[config.mk]
export PLATFORM = sky130hd
export DESIGN_NAME = fixed_block_free_list_allocator_top
export DESIGN_NICKNAME = d
export VERILOG_FILES = /design/src/design/fbfl_pkg.sv /design/src/design/fixed_block_free_list_allocator_top.sv /design/src/design/fbfl_ctrl.sv /design/src/design/fbfl_datapath.sv
export SDC_FILE = /design/constraint.sdc
export NUM_CORES = 2
export LEC_CHECK = 0
export ABC_AREA = 1
export BUFFER_PORTS_ARGS = -buffer_cell sky130_fd_sc_hd__buf_4
export CAP_MARGIN = 20
export CORE_MARGIN = 10
export CORE_UTILIZATION = 30
export CTS_CLUSTER_DIAMETER = 120
export DETAILED_ROUTE_END_ITERATION = 8
export HOLD_SLACK_MARGIN = 0.03
export PLACE_DENSITY = 0.44
export SLEW_MARGIN = 20
export SYNTH_ARGS = -nofsm -noshare
export SYNTH_HDL_FRONTEND = slang
export SYNTH_SLANG_ARGS = --single-unit
export TNS_END_PERCENT = 5
[constraint.sdc]
create_clock -name clk -period 7.4 [get_ports clk]
set_clock_uncertainty 0.1 [all_clocks]
set_input_delay 1.48 -clock clk [delete_from_list [all_inputs] [get_ports clk]]
set_output_delay 1.48 -clock clk [all_outputs]
set_load 0.01 [all_outputs]
[src/design/fbfl_pkg.sv]
// Shared types, constants and helper functions of the free-list block allocator.
package fbfl_pkg;

  localparam int BLOCKS = 256;
  localparam int IDX_W  = 8;
  localparam int LINK_W = 9;

  localparam logic [LINK_W-1:0] NULL_LINK = LINK_W'(BLOCKS);

  localparam logic [8:0] POOL_COUNT_RESET = 9'd256;
  localparam logic       REG_POOL_COUNT   = 1'b0;

  localparam logic REQ_ALLOC   = 1'b0;
  localparam logic REQ_RELEASE = 1'b1;

  typedef enum logic {
    ST_IDLE,
    ST_ALLOC
  } fbfl_state_t;

  typedef struct packed {
    logic release_wr;
    logic pop;
  } fbfl_cmd_t;

  // Clamp a written count into the range 1..BLOCKS.
  function automatic logic [LINK_W-1:0] clamp_count(input logic [8:0] value);
    logic [LINK_W-1:0] result;
    if (value == 9'd0) begin
      result = LINK_W'(1);
    end else if ({1'b0, value} > 10'(BLOCKS)) begin
      result = NULL_LINK;
    end else begin
      result = LINK_W'(value);
    end
    return result;
  endfunction

  // Link an entry holds before any release has written it.
  function automatic logic [LINK_W-1:0] default_link(input logic [IDX_W-1:0] idx,
                                                     input logic [LINK_W-1:0] used);
    logic [LINK_W-1:0] succ;
    succ = {1'b0, idx} + LINK_W'(1);
    return (succ < used) ? succ : NULL_LINK;
  endfunction

endpackage

[src/design/fixed_block_free_list_allocator_top.sv]
// Top level of the fixed-block free-list allocator.
//
// Manages 256 equal blocks as a last-in-first-out list of free block indices.
// Request channel: drive start with req_type and release_index; the word is
// taken at the clock edge where start is high and busy is low.
//   - allocate (req_type 0): the head's link comes out of the link memory's
//     registered read port in the cycle after the word is taken; done then
//     strobes for exactly one cycle with granted and block_index, and busy
//     is high for that cycle. Empty pool: granted 0, block_index 0.
//   - release (req_type 1): no result word. The index becomes the new head;
//     an index at or above the pool count in use is dropped.
// Sustained rate: one release every cycle; an allocate holds off the next word.
// The result channel has no back pressure: take done when it strobes.
// Configuration: APB register pool_count at byte address 0 (pready always
// high). A write rebuilds the list at once (head back to block 0) through
// per-entry written bits, so no clearing pass is needed. Write only while idle.
// Reset (synchronous, rst high): pool_count 256, full list, state idle.
module fixed_block_free_list_allocator_top
  import fbfl_pkg::*;
(
  input  logic             clk,
  input  logic             rst,
  input  logic             start,
  input  logic             req_type,
  input  logic [IDX_W-1:0] release_index,
  output logic             busy,
  output logic             done,
  output logic             granted,
  output logic [IDX_W-1:0] block_index,
  input  logic             psel,
  input  logic             penable,
  input  logic             pwrite,
  input  logic [2:0]       paddr,
  input  logic [31:0]      pwdata,
  output logic [31:0]      prdata,
  output logic             pready
);

  fbfl_cmd_t  cmd;
  logic       cfg_load;
  logic [8:0] pool_count;

  // Register decode: bit 2 picks the register word, the low bits are byte lanes.
  assign pready   = 1'b1;
  assign cfg_load = psel && penable && pwrite && pready && (paddr[2] == REG_POOL_COUNT);
  assign prdata   = (paddr[2] == REG_POOL_COUNT) ? {23'd0, pool_count} : 32'd0;

  fbfl_ctrl u_ctrl (
    .clk      (clk),
    .rst      (rst),
    .start    (start),
    .req_type (req_type),
    .busy     (busy),
    .done     (done),
    .cmd      (cmd)
  );

  fbfl_datapath u_datapath (
    .clk           (clk),
    .rst           (rst),
    .cmd           (cmd),
    .cfg_load      (cfg_load),
    .cfg_value     (pwdata[8:0]),
    .release_index (release_index),
    .pool_count    (pool_count),
    .granted       (granted),
    .block_index   (block_index)
  );

endmodule

[src/design/fbfl_ctrl.sv]
// Controller state machine of the free-list block allocator.
module fbfl_ctrl
  import fbfl_pkg::*;
(
  input  logic      clk,
  input  logic      rst,
  input  logic      start,
  input  logic      req_type,
  output logic      busy,
  output logic      done,
  output fbfl_cmd_t cmd
);

  fbfl_state_t state;
  fbfl_state_t state_next;

  always_ff @(posedge clk) begin
    if (rst) begin
      state <= ST_IDLE;
    end else begin
      state <= state_next;
    end
  end

  always_comb begin
    state_next     = state;
    busy           = 1'b0;
    done           = 1'b0;
    cmd.release_wr = 1'b0;
    cmd.pop        = 1'b0;
    case (state)
      ST_IDLE: begin
        if (start) begin
          if (req_type == REQ_RELEASE) begin
            cmd.release_wr = 1'b1;
          end else begin
            state_next = ST_ALLOC;
          end
        end
      end
      ST_ALLOC: begin
        // link of the head is now out of the memory: deliver and pop
        busy       = 1'b1;
        done       = 1'b1;
        cmd.pop    = 1'b1;
        state_next = ST_IDLE;
      end
      default: begin
        state_next = ST_IDLE;
      end
    endcase
  end

endmodule

[src/design/fbfl_datapath.sv]
// Datapath of the free-list block allocator: link memory, valid bits, head and count.
module fbfl_datapath
  import fbfl_pkg::*;
(
  input  logic             clk,
  input  logic             rst,
  input  fbfl_cmd_t        cmd,
  input  logic             cfg_load,
  input  logic [8:0]       cfg_value,
  input  logic [IDX_W-1:0] release_index,
  output logic [8:0]       pool_count,
  output logic             granted,
  output logic [IDX_W-1:0] block_index
);

  logic [LINK_W-1:0] link_mem [BLOCKS];
  logic [LINK_W-1:0] rd_data;
  logic [BLOCKS-1:0] written;
  logic [LINK_W-1:0] head;
  logic [LINK_W-1:0] used;
  logic              rel_ok;
  logic              head_null;
  logic [IDX_W-1:0]  head_idx;
  logic [LINK_W-1:0] pop_link;

  assign rel_ok    = cmd.release_wr && ({1'b0, release_index} < used);
  assign head_null = head[LINK_W-1];
  assign head_idx  = head[IDX_W-1:0];
  assign pop_link  = written[head_idx] ? rd_data : default_link(head_idx, used);

  // Read the head's link every cycle; it is ready when the pop comes.
  always_ff @(posedge clk) begin
    if (rel_ok) begin
      link_mem[release_index] <= head;
    end
    rd_data <= link_mem[head_idx];
  end

  always_ff @(posedge clk) begin
    if (rst) begin
      pool_count <= POOL_COUNT_RESET;
      used       <= clamp_count(POOL_COUNT_RESET);
      head       <= '0;
      written    <= '0;
    end else if (cfg_load) begin
      pool_count <= cfg_value;
      used       <= clamp_count(cfg_value);
      head       <= '0;
      written    <= '0;
    end else if (rel_ok) begin
      written[release_index] <= 1'b1;
      head                   <= {1'b0, release_index};
    end else if (cmd.pop && !head_null) begin
      head <= pop_link;
    end
  end

  assign granted     = !head_null;
  assign block_index = head_null ? '0 : head_idx;

endmodule

==> impl_metrics.env <==
export IMPL_status="finished, final reports clean"
export IMPL_async_flop_share_pct=0
export IMPL_synth_ff_type="edfxtp_1"
export IMPL_ff2ff_setup_slack_ns=2.60
export IMPL_initial_utilization_pct=30.1
export IMPL_drt_iter0_drc=6154
export IMPL_worstHoldPathType="flip-flop to flip-flop"
export IMPL_p_int_mw=25.7
export IMPL_period_share_pct=70.1
export IMPL_cp_data_arrival_time_ns=5.54
export IMPL_timing_rr_start="u_datapath.used[2]"
export IMPL_swShare_pct=26.1
export IMPL_portBuffers=44
export IMPL_critPathSlowestCell="nor2_1"
export IMPL_grt_max_degree=181
export IMPL_design_die_area_um2=371000
export IMPL_post_cts_setup_buffers=0
export IMPL_p_leak_nw=38.3
export IMPL_cts_buffers=287
export IMPL_setup_viol_count_final=0
export IMPL_crit_end="u_datapath.link_mem[120][3]"
export IMPL_power_density_nw_per_um2=294
export IMPL_cts_tree="done"
export IMPL_drt_drc_violations_left=0
export IMPL_rsz0062_at_grt="false"
export IMPL_post_synth_top_area_cell="edfxtp_1"
export IMPL_route_met3_wl_um=16900
export IMPL_ant_nets=0
export IMPL_pre_cts_slack_ns=1.25
export IMPL_reg2reg_depth=10
export IMPL_dr_pass1_iters=6
export IMPL_min_period_ns=5.19
export IMPL_drive_above_1_share_pct=8.03
export IMPL_critPathBufInv=3
export IMPL_rows=216
export IMPL_grt_antenna_before_repair=10
export IMPL_p_switching_mw=9.06
export IMPL_nNetsFinal=8822
export IMPL_maxCapViolCount=0
export IMPL_area_growth_pct=13.7
export IMPL_via_per_inst=5.04
export IMPL_hold_path_startpoint="u_datapath.written[100]"
export IMPL_drv_slew=0
export IMPL_startpoint="release_index[2]"
export IMPL_p_seq_share_pct=46.9
export IMPL_grt_pass1_vias=66453
export IMPL_met2RoutedLength_um=148000
export IMPL_grt_ovfl_total=0
export IMPL_grt_pass1_wl_um=460000
export IMPL_combPwrFrac_pct=11.7
export IMPL_synth_top_area_share_pct=66.5
export IMPL_setup_ws_ns=2.21
export IMPL_worstSkewPairLatency_ns=0.85
export IMPL_syn_area_um2=104000
export IMPL_r2r_end="u_datapath.link_mem[120][3]"
export IMPL_hold_viol=0
export IMPL_ys_warnings_count=0
export IMPL_core_um2=346000
export IMPL_num_vias=68399
export IMPL_clockRootBuffer="clkbuf_16"
export IMPL_top_layer="met4"
export IMPL_die_width_um=609
export IMPL_hpwl_um=172000
export IMPL_htreeDepth=5
export IMPL_crit_family="simple AND/OR/NAND/NOR gates"
export IMPL_total_power_mw=34.7
export IMPL_synth_area_leaders="edfxtp_1 (67%), nor2_1 (7.8%), o21ai_0 (6.3%)"
export IMPL_slew_headroom_pct=20.2
export IMPL_synth_commonest_cells="edfxtp_1 (2304), nor2_1 (2161), o21ai_0 (1303), o22ai_1 (614), nand2_1 (606)"
export IMPL_syn_mean_instance_area_um2=11.7
export IMPL_synth_edf_count=2304
export IMPL_drt_met1_wl_um=140000
export IMPL_crit_cells=10
export IMPL_synth_cells=8871
export IMPL_cts_sinks=2597
export IMPL_ctsResizeCount=0
export IMPL_tightest_slew_ns=1.19
export IMPL_routed_wl_um=315000
export IMPL_yosysMostFrequentCell="edfxtp_1"
export IMPL_synth_cell_types=37
export IMPL_yosysSeqAreaShare_pct=72.2
export IMPL_gp_congestion=0.771
export IMPL_critical_path_cell_chain="buf_4 > ha_1 > a21oi_1 > o21ai_0 > a221oi_1 > nand3_1 > inv_1 > buf_4 > nand3_1 > nor2_1"
export IMPL_ys_ff_latch=2597
export IMPL_max_freq_mhz=193
export IMPL_clk_pin_slew_worst_paths_ns=0.06
export IMPL_clkPwrFrac_pct=41.4
export IMPL_io_pins=94
export IMPL_critPathMaxFanout=17
export IMPL_clockBufferDepth=4
export IMPL_die_h_um=609
export IMPL_start_kind="input pin"
export IMPL_endpoint_kind="flip-flop"
export IMPL_critical_path_class="input pin to flip-flop"
export IMPL_setup_tns_ns=0
export IMPL_vdd_drop_max_mv=0.183
export IMPL_slowest_delay_ns=1.04
export IMPL_cp_required_ns=7.76
export IMPL_cts_hold_buf=0
export IMPL_wl_per_cell_um=23.2
export IMPL_grt_use_total_pct=16.2
## routing by layer
layer / GRT usage [%] / vias to the layer above
li1: - / 31628
met1: 22.4 / 34425
met2: 26.5 / 1867
met3: 2.32 / 479
met4: 4.89 / 0
met5: 0 / -
## worst min path at each step
stage | end | cells past startpoint | slack [ns]
final | u_datapath.written[100] | 2 | 0.36
after global routing | u_datapath.written[228] | 2 | 0.37
after CTS | u_datapath.written[84] | 2 | 0.36
after detailed placement | u_datapath.written[232] | 2 | 0.35
after global placement | u_datapath.written[108] | 2 | 0.34
after floorplan | u_datapath.written[100] | 2 | 0.33
## cell families (layout without fill, tap and decap cells)
group	after synthesis	after routing	share of synthesized area (%)
flip-flops	2597	2597	72.2
AND/OR/NAND/NOR	3317	3317	12.7
other	2	25	0.00722
AO/OA/AOI/OAI	2092	2092	11.1
buffers and inverters	837	923	3.79
adder cells (fa/ha/maj)	16	16	0.192
XOR/XNOR	6	6	0.0505
multiplexers	4	4	0.0385
## flip-flops by register name (all words and copies together), names as in the netlist
signal,cells
u_datapath.written,256
u_ctrl.state,1
u_datapath.link_mem,2304
u_datapath.pool_count,9
u_datapath.head,9
u_datapath.rd_data,9
u_datapath.used,9
## metrics by stage
step / util, % / cells / hold WS (ns) / area [um2]
finish: 34.2 / 13558 / 0.358 / 118000
floorplan: - / 8893 / 0.332 / 104000
global route: 34.2 / 13557 / 0.374 / 118000
detailed placement: 31.5 / 13041 / 0.350 / 109000
global placement: 31.5 / 13041 / 0.341 / 109000
CTS: 34.2 / 13553 / 0.363 / 118000
## tightest hold or removal path: cells and delay by family (launching register included)
| kind | cells | cell delay [ns] |
|---|---|---|
| simple gates | 2 | 0.11 |
| flops | 1 | 0.31 |
## power by group through the flow
| stage | sequential [mW] | clock [mW] | combinational [mW] |
|---|---|---|---|
| 2_1_floorplan | 16.8 | 0 | 2.34 |
| 4_1_cts | 16.3 | 14.7 | 4.11 |
| 6_report | 16.3 | 14.4 | 4.08 |
| 3_5_place_dp | 16.6 | 0 | 4.11 |
| 3_3_place_gp | 16.6 | 0 | 4.07 |
| 5_1_grt | 16.3 | 15.2 | 4.46 |
## cells in the final DEF (no fill, tap or decap), types with 9 or more instances in the layout
| cell | Yosys | final |
|---|---|---|
| o21ai_1 | 37 | 37 |
| inv_2 | 2 | 17 |
| o21ai_0 | 1303 | 1303 |
| buf_12 | 0 | 33 |
| dfxtp_4 | 0 | 9 |
| nand3_1 | 501 | 501 |
| edfxtp_1 | 2304 | 2304 |
| ha_1 | 16 | 16 |
| o221ai_1 | 32 | 32 |
| or2_2 | 20 | 20 |
| conb_1 | 2 | 24 |
| clkinv_1 | 4 | 30 |
| buf_4 | 103 | 196 |
| clkbuf_16 | 0 | 297 |
| dfxtp_1 | 293 | 284 |
| clkinv_2 | 1 | 46 |
| clkbuf_1 | 307 | 65 |
| clkbuf_8 | 0 | 25 |
| inv_1 | 173 | 155 |
| nor2_2 | 0 | 13 |
| bufinv_16 | 0 | 25 |
| a21oi_1 | 51 | 51 |
| o211ai_1 | 48 | 48 |
| nor2_1 | 2161 | 2148 |
| clkinvlp_4 | 0 | 13 |
| nand2_1 | 606 | 606 |
| o22ai_1 | 614 | 614 |
## area by class of cell
type	count	area, um2
diodes	1	2.50
clock buffers	387	8020
clock inverters	125	1350
fillers	34047	227000
inverters	180	722
multi-input cells	5459	25200
flip-flops and latches	2597	75100
well taps	4578	5730
repair buffers	231	2170
(Power assumes the default switching activity.)
